### src/sv/rdq_pkg.sv
// Package holding the operation and status codes of the reversible deque unit.
package rdq_pkg;

  // Operation codes of an input request.
  localparam logic [2:0] KIND_PUSH_FRONT = 3'd0;
  localparam logic [2:0] KIND_PUSH_BACK  = 3'd1;
  localparam logic [2:0] KIND_POP_FRONT  = 3'd2;
  localparam logic [2:0] KIND_POP_BACK   = 3'd3;
  localparam logic [2:0] KIND_REVERSE    = 3'd4;

  // Status codes of a result.
  localparam logic [1:0] STATUS_DONE      = 2'd0;
  localparam logic [1:0] STATUS_POP_EMPTY = 2'd1;
  localparam logic [1:0] STATUS_PUSH_FULL = 2'd2;

  // Result field widths.
  localparam int unsigned STATUS_W = 2;
  localparam int unsigned COUNT_W  = 5;
  localparam int unsigned VALUE_W  = 32;

  typedef logic [STATUS_W-1:0] status_t;

endpackage

### src/sv/rdq_ram.sv
// Generic single-port-write, single-port-read RAM with registered read data.
module rdq_ram #(
  parameter int unsigned WIDTH = 32,
  parameter int unsigned DEPTH = 16
) (
  input  logic                     clk,
  input  logic                     we,
  input  logic [$clog2(DEPTH)-1:0] waddr,
  input  logic [WIDTH-1:0]         wdata,
  input  logic [$clog2(DEPTH)-1:0] raddr,
  output logic [WIDTH-1:0]         rdata
);

  logic [WIDTH-1:0] mem [DEPTH];

  // Write and registered read share the clock.
  always_ff @(posedge clk) begin
    if (we) begin
      mem[waddr] <= wdata;
    end
    rdata <= mem[raddr];
  end

endmodule

### src/sv/reversible_deque_unit.sv
// Top level of the reversible deque unit: a bounded double-ended queue in a ring RAM.
//
// The unit accepts a request when start is high and busy is low, then holds busy high for
// one cycle while the ring RAM returns the element that becomes the new end after a pop
// (the RAM read port is registered, so the element is only ready in the busy cycle).
// The result appears on the out_ ports for exactly one cycle, marked by out_valid, on the
// cycle after busy; the receiver cannot stall it, and a new request may be issued on that
// same cycle. Pushes write the RAM directly; the physical head and tail elements are kept
// in registers, so only pops need the read. A reverse swaps the logical ends in one step.
// Refused requests (pop on empty, push on full) leave the queue unchanged.
module reversible_deque_unit #(
  parameter int unsigned DEPTH      = 16,
  parameter int unsigned DATA_WIDTH = 32
) (
  input  logic                     clk,
  input  logic                     rst_n,
  input  logic                     start,
  output logic                     busy,
  input  logic [2:0]               in_kind,
  input  logic [31:0]              in_value,
  output logic                     out_valid,
  output rdq_pkg::status_t         out_status,
  output logic [4:0]               out_count,
  output logic [31:0]              out_front_value,
  output logic [31:0]              out_back_value
);

  import rdq_pkg::*;

  localparam int unsigned AW = $clog2(DEPTH);
  localparam int unsigned CW = $clog2(DEPTH + 1);

  // Control state.
  logic [AW-1:0]         head_r, head_nxt;
  logic [AW-1:0]         tail_r, tail_nxt;
  logic [CW-1:0]         cnt_r, cnt_nxt;
  logic                  rev_r, rev_nxt;
  logic                  phase_r, phase_nxt;
  logic                  pop_head_r, pop_head_nxt;
  logic                  pop_tail_r, pop_tail_nxt;
  logic                  out_valid_r;
  status_t               status_r, status_nxt;

  // Cached physical end elements.
  logic [DATA_WIDTH-1:0] hv_r, hv_nxt;
  logic [DATA_WIDTH-1:0] tv_r, tv_nxt;

  // Result registers.
  status_t               out_status_r;
  logic [4:0]            out_count_r;
  logic [31:0]           out_front_r;
  logic [31:0]           out_back_r;

  // RAM port signals.
  logic                  ram_we;
  logic [AW-1:0]         ram_waddr;
  logic [AW-1:0]         ram_raddr;
  logic [DATA_WIDTH-1:0] ram_rdata;
  logic [DATA_WIDTH-1:0] wval;
  logic [DATA_WIDTH+31:0] wval_ext;

  // Neighbouring ring positions.
  logic [AW-1:0]         head_up, head_dn, tail_up, tail_dn, tail_dn2;
  logic                  accept, is_empty, is_full, push_head, pop_head;
  logic [DATA_WIDTH-1:0] front_sel, back_sel;
  logic [DATA_WIDTH+31:0] front_ext, back_ext;
  logic [CW+4:0]         cnt_ext;

  assign head_up  = (head_r == AW'(DEPTH - 1)) ? '0 : head_r + AW'(1);
  assign head_dn  = (head_r == '0) ? AW'(DEPTH - 1) : head_r - AW'(1);
  assign tail_up  = (tail_r == AW'(DEPTH - 1)) ? '0 : tail_r + AW'(1);
  assign tail_dn  = (tail_r == '0) ? AW'(DEPTH - 1) : tail_r - AW'(1);
  assign tail_dn2 = (tail_dn == '0) ? AW'(DEPTH - 1) : tail_dn - AW'(1);

  assign accept    = start && !phase_r;
  assign is_empty  = (cnt_r == '0);
  assign is_full   = (cnt_r == CW'(DEPTH));
  assign push_head = (in_kind == KIND_PUSH_FRONT) == !rev_r;
  assign pop_head  = (in_kind == KIND_POP_FRONT) == !rev_r;

  // The pushed value is fitted to the element width.
  assign wval_ext = {{DATA_WIDTH{1'b0}}, in_value};
  assign wval     = wval_ext[DATA_WIDTH-1:0];

  // Request decode, ring pointer update and cache refresh.
  always_comb begin
    head_nxt     = head_r;
    tail_nxt     = tail_r;
    cnt_nxt      = cnt_r;
    rev_nxt      = rev_r;
    status_nxt   = status_r;
    pop_head_nxt = 1'b0;
    pop_tail_nxt = 1'b0;
    phase_nxt    = accept;
    hv_nxt       = hv_r;
    tv_nxt       = tv_r;
    ram_we       = 1'b0;
    ram_waddr    = tail_r;
    ram_raddr    = head_up;

    // Busy cycle: take the new end element from the RAM.
    if (pop_head_r) begin
      hv_nxt = ram_rdata;
    end
    if (pop_tail_r) begin
      tv_nxt = ram_rdata;
    end

    if (accept) begin
      status_nxt = STATUS_DONE;
      unique case (in_kind)
        KIND_PUSH_FRONT, KIND_PUSH_BACK: begin
          if (is_full) begin
            status_nxt = STATUS_PUSH_FULL;
          end else begin
            ram_we  = 1'b1;
            cnt_nxt = cnt_r + CW'(1);
            if (push_head) begin
              head_nxt  = head_dn;
              ram_waddr = head_dn;
              hv_nxt    = wval;
              if (is_empty) begin
                tv_nxt = wval;
              end
            end else begin
              tail_nxt  = tail_up;
              ram_waddr = tail_r;
              tv_nxt    = wval;
              if (is_empty) begin
                hv_nxt = wval;
              end
            end
          end
        end
        KIND_POP_FRONT, KIND_POP_BACK: begin
          if (is_empty) begin
            status_nxt = STATUS_POP_EMPTY;
          end else begin
            cnt_nxt = cnt_r - CW'(1);
            if (pop_head) begin
              head_nxt     = head_up;
              ram_raddr    = head_up;
              pop_head_nxt = 1'b1;
            end else begin
              tail_nxt     = tail_dn;
              ram_raddr    = tail_dn2;
              pop_tail_nxt = 1'b1;
            end
          end
        end
        KIND_REVERSE: begin
          rev_nxt = !rev_r;
        end
        default: begin
          status_nxt = STATUS_DONE;
        end
      endcase
    end
  end

  // Logical ends of the result, zero when the queue is empty.
  always_comb begin
    front_sel = rev_r ? tv_nxt : hv_nxt;
    back_sel  = rev_r ? hv_nxt : tv_nxt;
    if (is_empty) begin
      front_sel = '0;
      back_sel  = '0;
    end
  end

  assign front_ext = {32'd0, front_sel};
  assign back_ext  = {32'd0, back_sel};
  assign cnt_ext   = {5'd0, cnt_r};

  // Control registers.
  always_ff @(posedge clk) begin
    if (!rst_n) begin
      head_r      <= '0;
      tail_r      <= '0;
      cnt_r       <= '0;
      rev_r       <= 1'b0;
      phase_r     <= 1'b0;
      pop_head_r  <= 1'b0;
      pop_tail_r  <= 1'b0;
      out_valid_r <= 1'b0;
    end else begin
      head_r      <= head_nxt;
      tail_r      <= tail_nxt;
      cnt_r       <= cnt_nxt;
      rev_r       <= rev_nxt;
      phase_r     <= phase_nxt;
      pop_head_r  <= pop_head_nxt;
      pop_tail_r  <= pop_tail_nxt;
      out_valid_r <= phase_r;
    end
  end

  // Payload registers: cache and result.
  always_ff @(posedge clk) begin
    hv_r     <= hv_nxt;
    tv_r     <= tv_nxt;
    status_r <= status_nxt;
    if (phase_r) begin
      out_status_r <= status_r;
      out_count_r  <= cnt_ext[4:0];
      out_front_r  <= front_ext[31:0];
      out_back_r   <= back_ext[31:0];
    end
  end

  // Ring storage.
  rdq_ram #(
    .WIDTH (DATA_WIDTH),
    .DEPTH (DEPTH)
  ) u_ring (
    .clk   (clk),
    .we    (ram_we),
    .waddr (ram_waddr),
    .wdata (wval),
    .raddr (ram_raddr),
    .rdata (ram_rdata)
  );

  assign busy            = phase_r;
  assign out_valid       = out_valid_r;
  assign out_status      = out_status_r;
  assign out_count       = out_count_r;
  assign out_front_value = out_front_r;
  assign out_back_value  = out_back_r;

  // A result only follows a busy cycle.
  a_result_after_busy: assert property (@(posedge clk) disable iff (!rst_n)
    out_valid_r |-> $past(phase_r))
    else $error("result strobe without a preceding busy cycle");

  // Busy lasts exactly one cycle per request.
  a_busy_single: assert property (@(posedge clk) disable iff (!rst_n)
    phase_r |=> !phase_r)
    else $error("busy held for more than one cycle");

  // The element count never passes the ring depth.
  a_count_bound: assert property (@(posedge clk) disable iff (!rst_n)
    cnt_r <= CW'(DEPTH))
    else $error("element count exceeds depth");

  // An empty or full ring has its pointers together.
  a_ptr_meet: assert property (@(posedge clk) disable iff (!rst_n)
    (cnt_r == '0 || cnt_r == CW'(DEPTH)) |-> (head_r == tail_r))
    else $error("head and tail disagree with the count");

  // A refused pop is only reported on an empty queue.
  a_pop_refused_empty: assert property (@(posedge clk) disable iff (!rst_n)
    (out_valid_r && out_status_r == STATUS_POP_EMPTY) |-> (out_count_r == 5'd0))
    else $error("pop refused with elements held");

endmodule

### config.mk
export PLATFORM = sky130hd
export DESIGN_NAME = reversible_deque_unit
export DESIGN_NICKNAME = d
export VERILOG_FILES = /design/src/sv/rdq_pkg.sv /design/src/sv/rdq_ram.sv /design/src/sv/reversible_deque_unit.sv
export SDC_FILE = /design/constraint.sdc
export NUM_CORES = 1
export LEC_CHECK = 0
export ABC_AREA = 1
export BUFFER_PORTS_ARGS = -buffer_cell sky130_fd_sc_hd__buf_2
export CAP_MARGIN = 25
export CORE_AREA = 2 2 249 251
export CTS_BUF_LIST = sky130_fd_sc_hd__clkbuf_8 sky130_fd_sc_hd__clkbuf_16
export DETAILED_ROUTE_END_ITERATION = 7
export DIE_AREA = 0 0 251 253
export HOLD_SLACK_MARGIN = 0.06
export PLACE_DENSITY = 0.66
export SLEW_MARGIN = 20
export SYNTH_ARGS = -nofsm -noshare
export SYNTH_HDL_FRONTEND = slang
export SYNTH_SLANG_ARGS = --single-unit
### constraint.sdc
create_clock -name clk -period 9.85 [get_ports clk]
set_input_delay 2.955 -clock clk [delete_from_list [all_inputs] [get_ports clk]]
set_output_delay 2.955 -clock clk [all_outputs]
set_load 0.005 [all_outputs]
== Word level (Yosys, flattened, before mapping) ==
Memory sizes are Yosys's and may differ from the RTL's. A register that Yosys moved wholly into a read port is not among the register bits.
Index checks and enable logic that the tools add are counted.
Cells by class
  equal/unequal tests: 15
  reductions and logical operators: 16
  bitwise operators: 3
  $lt $le $gt $ge: 0
  multipliers: 0
  muxes and demuxes: 50
  add/subtract/negate cells: 7
  shift-type cells: 0
  div/mod/pow operators: 0
Operator list (count)
  $mux 32: 14
  $mux 4: 21
  $pmux 4 s2: 2
  $logic_not 4->1: 3
  $ne 2x2->1 const B: 6
  $reduce_and 6->1: 2
  $sub 4x1->4 const B: 3
  $mux 5: 2
  $pmux 5 s2: 1
  $add 4x1->4 const B: 2
  $eq 4x4->1 const B: 2
  $mux 1: 8
  $eq 3x2->1 const B: 2
  $add 5x1->5 const B: 1
  $eq 5x5->1 const B: 1
  $logic_not 5->1: 1
  $sub 5x1->5 const B: 1
  $pmux 2 s2: 1
  $reduce_and 4->1: 1
  $reduce_or 2->1: 2
  $reduce_or 4->1: 1
  $eq 3x1->1 const B: 1
  $eq 3x3->1 const B: 1
  $logic_not 3->1: 1
  7 further kinds: 11
Storage, ports and cells
  bits in latches: 0
  memory bits (writable): 512
  logic and storage cells: 107
  memories: 1
  output and inout bits: 73
  memory bits (read-only): 0
  input port bits: 38
  flip-flop bits (word level): 155
Memories
  u_ring.mem: words 16, width 32, rd ports 1, clocked after Yosys merged registers in 1, write ports 1, RTL line rdq_ram.sv:14  | logic [WIDTH-1:0] mem [DEPTH];

== Depth between registers and ports, before layout ==
  depth after elaboration: 8
  mapped depth: 14
  gate-level depth less buffers: 12

== Hierarchy ==
From an unflattened synthesis, not the netlist that was laid out.
Unflattened totals
  cells, all modules: 3060
  area total of the unflattened synthesis: 30559.3 µm²
Modules (own cells, without submodules)
  rdq_ram: instances 1, cells each 2120, seq. area each 16015.4 µm², area an instance 22744.3 µm²
  reversible_deque_unit: instances 1, cells each 940, seq. area each 3833.7 µm², area an instance 7815.0 µm²

== Worst setup path after synthesis ==
No wires, ideal clock.
  path kind: in2reg
  start point: in start
  end point: mem u_ring.mem[0][0], enable pin
  setup time: 421 ps
  slack: 3765 ps
  required time: 9429 ps
  arrival: 5664 ps
  buffers on the path: 0
  cell stages on the path: 10
  path through: inv_1 nor2_4 inv_1 nor3_4 nand2_1 o21ai_1 inv_1 nor2_1 nand2_1 nor2_1
On the way
  word-level cells in the longest chain between the ends: 4
  elaborated cells on any way between the ends: 5
  those cells by class: mux: 4; reduce/logical: 1
RTL lines
  start, declared: RTL line reversible_deque_unit.sv:17  | input logic start,
  $logic_and 1x1->1 *: RTL line reversible_deque_unit.sv:75  | assign accept = start && !phase_r;
  via accept: RTL line reversible_deque_unit.sv:64  | logic accept, is_empty, is_full, push_head, pop_head;
  $mux 1: RTL line reversible_deque_unit.sv:109  | if (accept) begin
  $mux 1: RTL line rdq_ram.sv:18  | if (we) begin
  $mux 1 (implied by the code): RTL line rdq_ram.sv:19  | mem[waddr] <= wdata;
  end, declared: RTL line rdq_ram.sv:14
The timed path passes the listed nets; every way through them passes the cells marked *.

== Final worst setup path ==
  start point: in in_kind[2]
  end point: reg u_ring.rdata[12] (read register of u_ring.mem)
On the way
  word-level cells in the longest chain between the ends: 6
  elaborated cells on any way between the ends: 8
  those cells by class: eq/ne: 3; mux: 4; reduce/logical: 1
RTL lines
  start, declared: RTL line reversible_deque_unit.sv:19  | input logic [2:0] in_kind,
  $eq 3x2->1: RTL line reversible_deque_unit.sv:79, reversible_deque_unit.sv:111
  $eq 1x1->1: RTL line reversible_deque_unit.sv:79  | assign pop_head = (in_kind == KIND_POP_FRONT) == !rev_r;
  $mux 4: RTL line reversible_deque_unit.sv:140  | if (pop_head) begin
  $mux 4: RTL line reversible_deque_unit.sv:136  | if (is_empty) begin
  $mux 4 *: RTL line reversible_deque_unit.sv:111  | unique case (in_kind)
  $mux 4 *: RTL line reversible_deque_unit.sv:109
  end, declared: RTL line rdq_ram.sv:11  | output logic [WIDTH-1:0] rdata
Mark *: on every way between the ends. The rest lies on a longest branch, timed or not.
A chain may end at the register's enable or synchronous reset.

==> reports/summary.md <==
Min path
• worst hold path class: flip-flop to flip-flop

Finish
• nets: 3051
• area added between synthesis and finish: 12.1%
• share of cells above drive strength 1: 9.52%
• most frequent cells in the layout: edfxtp_1 (585), inv_1 (535), nand2_1 (523), nand3_1 (495), nor2_1 (213)
• most common cell after layout, fill and taps aside: edfxtp_1

Route
• residual antenna-violating net count after detailed routing: 0
• via count of the routed design: 20.5k
• DRC viols: 0
• routed length per instance: 19.5 µm
• first-pass iteration count of the detailed router: 6
• Starting DRT DRC Count: 2041
• Via-to-Cell Ratio: 5.32
• post-detailed-routing wire length: 75000 µm

Clock tree
• number of clock sinks: 699
• clock tree from TritonCTS: yes
• number of buffers added for setup after CTS: 0
• H-tree depth: 3
• deepest clock path buffer count: 3
• master cell of the clock root buffer: clkbuf_16
• Skew-Pair Late Insertion Delay: 620 ps
• clock transition at the registers of the reported paths: 60 ps
• number of buffers created by CTS: 70
• hold bufs inserted after CTS: 0
• post-cts gate resize count: 0

Synth
• synthesized cell area: 30000 µm²
• gate count after technology mapping: 2932
• YS warnings: 0
• area fraction of the dominant cell type after synthesis: 58.5%
• part of the Yosys area used for sequential elements: 66.1%
• Synth Register Bits: 699
• average footprint of a synthesized cell: 10.2 µm²
• post-synth top area cell: edfxtp_1
• async set-or-reset flop fraction in the synthesized netlist: 0%
• top area cells in the synthesized netlist: edfxtp_1 (58%), nand3_1 (8.3%), dfxtp_1 (7.6%)
• Net Count, Synth: 2983
• number of flops mapped to enable cells by yosys: 585
• prevailing post-synth register cell: edfxtp_1
• distinct cell type count after synthesis: 43

Die
• die area: 63500 µm²
• I/O Pins: 111
• Core Rows: 91
• core area: 61000 µm²
• initial core utilization: 49.2%
• Die Ht: 253 µm
• die span in x: 251 µm

STA
• Setup TNS Final: 0 ps
• crit path setup slack, layout: 3820 ps
• Fin Clk Skew: 19.2 ps
• Final Hold Fails: 0
• Worst Max-Slew Pin Slew: 1020 ps
• maximum achievable frequency: 166 MHz
• minimum clock period after layout: 6030 ps
• setup violators final: 0
• share of the cycle needed by the critical path after routing: 61.2%
• setup repair after global routing missed its margin: no
• headroom to the max-slew limit: 31.8%
• max-slew violation total from the final report: 0

Global route
• grt ovf: 0
• wire length of the first global-routing pass: 114000 µm
• pin count of the biggest net entering global routing: 184
• initial antenna violation count: 5
• via count of the first global-routing pass: 19.4k
• total track usage: 23.5%

Placed design
• GP Congestion: 0.822
• half-perimeter wire length after placement: 41000 µm
• worst setup timing slack at the placement stage: 3320 ps
• count of input and output buffers: 110

Critical path
• Worst Path Required: 10400 ps
• type of the setup path with the least slack: primary input to flip-flop
• critical path arrival: 6580 ps
• highest net fanout along the worst path: 183
• sort of element at the start of the critical path: primary input
• Worst setup EP type: flip-flop

Power and ir drop
• power per standard cell area: 203 nW/µm²
• VDD IR-drop max: 0.106 mV
• Leakage: 14.1 nW

Flow run
• max cap viols: 0

Outcome
• outcome: finished, final reports clean

[layout make-up]
type                       instances  area (µm²)
sequential                       699       19900
timing repair buffer             149         933
inverter                         520        1950
tap                              790         988
clock buffer                      81        1950
multi-input combinational       1560        7730
fill                            5058       27300
antenna                            3        7.51
clock inverter                    48         269
[registers in the layout, indices dropped and copies added, names as in the netlist, 2 cells and up]
signal,cells
hv_r,32
status_r,2
head_r,4
tv_r,32
out_status,2
u_ring.rdata,32
cnt_r,5
out_front_value,32
u_ring.mem,512
out_count,5
tail_r,4
out_back_value,32
[cells in the mapped netlist (all sizes together) (2+ instances only)]
cell type	instances
o21ai	88
ha	12
edfxtp	585
dfxtp	114
a21oi	81
nor2	233
a31oi	2
nor3	4
xnor2	2
buf	112
inv	519
a211oi	3
clkbuf	41
mux2i	64
nand3b	30
nand2	528
nand3	497
xor2	8
[cells by family (layout without fill, tap and decap cells)]
family                   after synthesis  count (layout)  synth area share, %
buffers and inverters                673             798                 8.89
other                                  0               3                    0
AND/OR/NAND/NOR                     1294            1294                 18.9
adder cells (fa/ha/maj)               13              13                0.566
multiplexers                          64              64                 2.13
flip-flops                           699             699                 66.1
XOR/XNOR                              10              10                0.316
AO/OA/AOI/OAI                        179             179                 3.16
[power breakdown]
part / switching [mW] / leakage [nW] / internal [mW] / total [mW]
clock network: 1.10 / 1.17 / 1.46 / 2.56
logic: 0.537 / 6.69 / 0.249 / 0.786
registers: 0.0989 / 6.26 / 3.38 / 3.48
[worst paths after layout]
path	start	slack, ps	cells past startpoint	end
worst max-delay path	in_kind[2]	3820	14	u_ring.rdata[12]$_DFF_P_
worst min-delay path	status_r[1]$_DFFE_PP_	420	0	out_status[1]$_DFFE_PP_
worst max register to register	cnt_r[0]$_SDFFE_PN0P_	5570	14	u_ring.rdata[21]$_DFF_P_
worst min register to register	status_r[1]$_DFFE_PP_	420	0	out_status[1]$_DFFE_PP_
[layer usage]
layer / wire length [µm] / up-vias / track usage (%)
met5: 21 / - / 0
met4: 1660 / 4 / 7.93
met3: 6070 / 113 / 3.50
met2: 34600 / 835 / 37.7
met1: 32600 / 9802 / 33.1
li1: - / 9741 / -
[stage by stage]
| stage | utilization (%) | instances | area (µm²) | hold WS (ps) | power, mW |
|---|---|---|---|---|---|
| after detailed placement | 51.6 | 3718 | 31500 | 411 | 4.31 |
| after global placement | 51.4 | 3714 | 31400 | 411 | 4.28 |
| after global routing | 55.2 | 3850 | 33700 | 429 | 7.08 |
| after CTS | 55.2 | 3847 | 33700 | 425 | 6.86 |
| final | 55.2 | 3850 | 33700 | 420 | 6.83 |
| after floorplan | - | 2932 | 30000 | 400 | 4.02 |
[critical path, stage by stage]
cell	delay [ps]
buf_2	130
nor2_4	390
nand3_1	170
nand2_2	250
nor2_8	120
nand2_2	70
buf_4	600
nand2_4	570
buf_12	480
nand2_1	170
nand3_1	90
nand3_1	110
nand3_1	130
nand2_1	130
No activity file was read; power rests on OpenSTA's default activity.
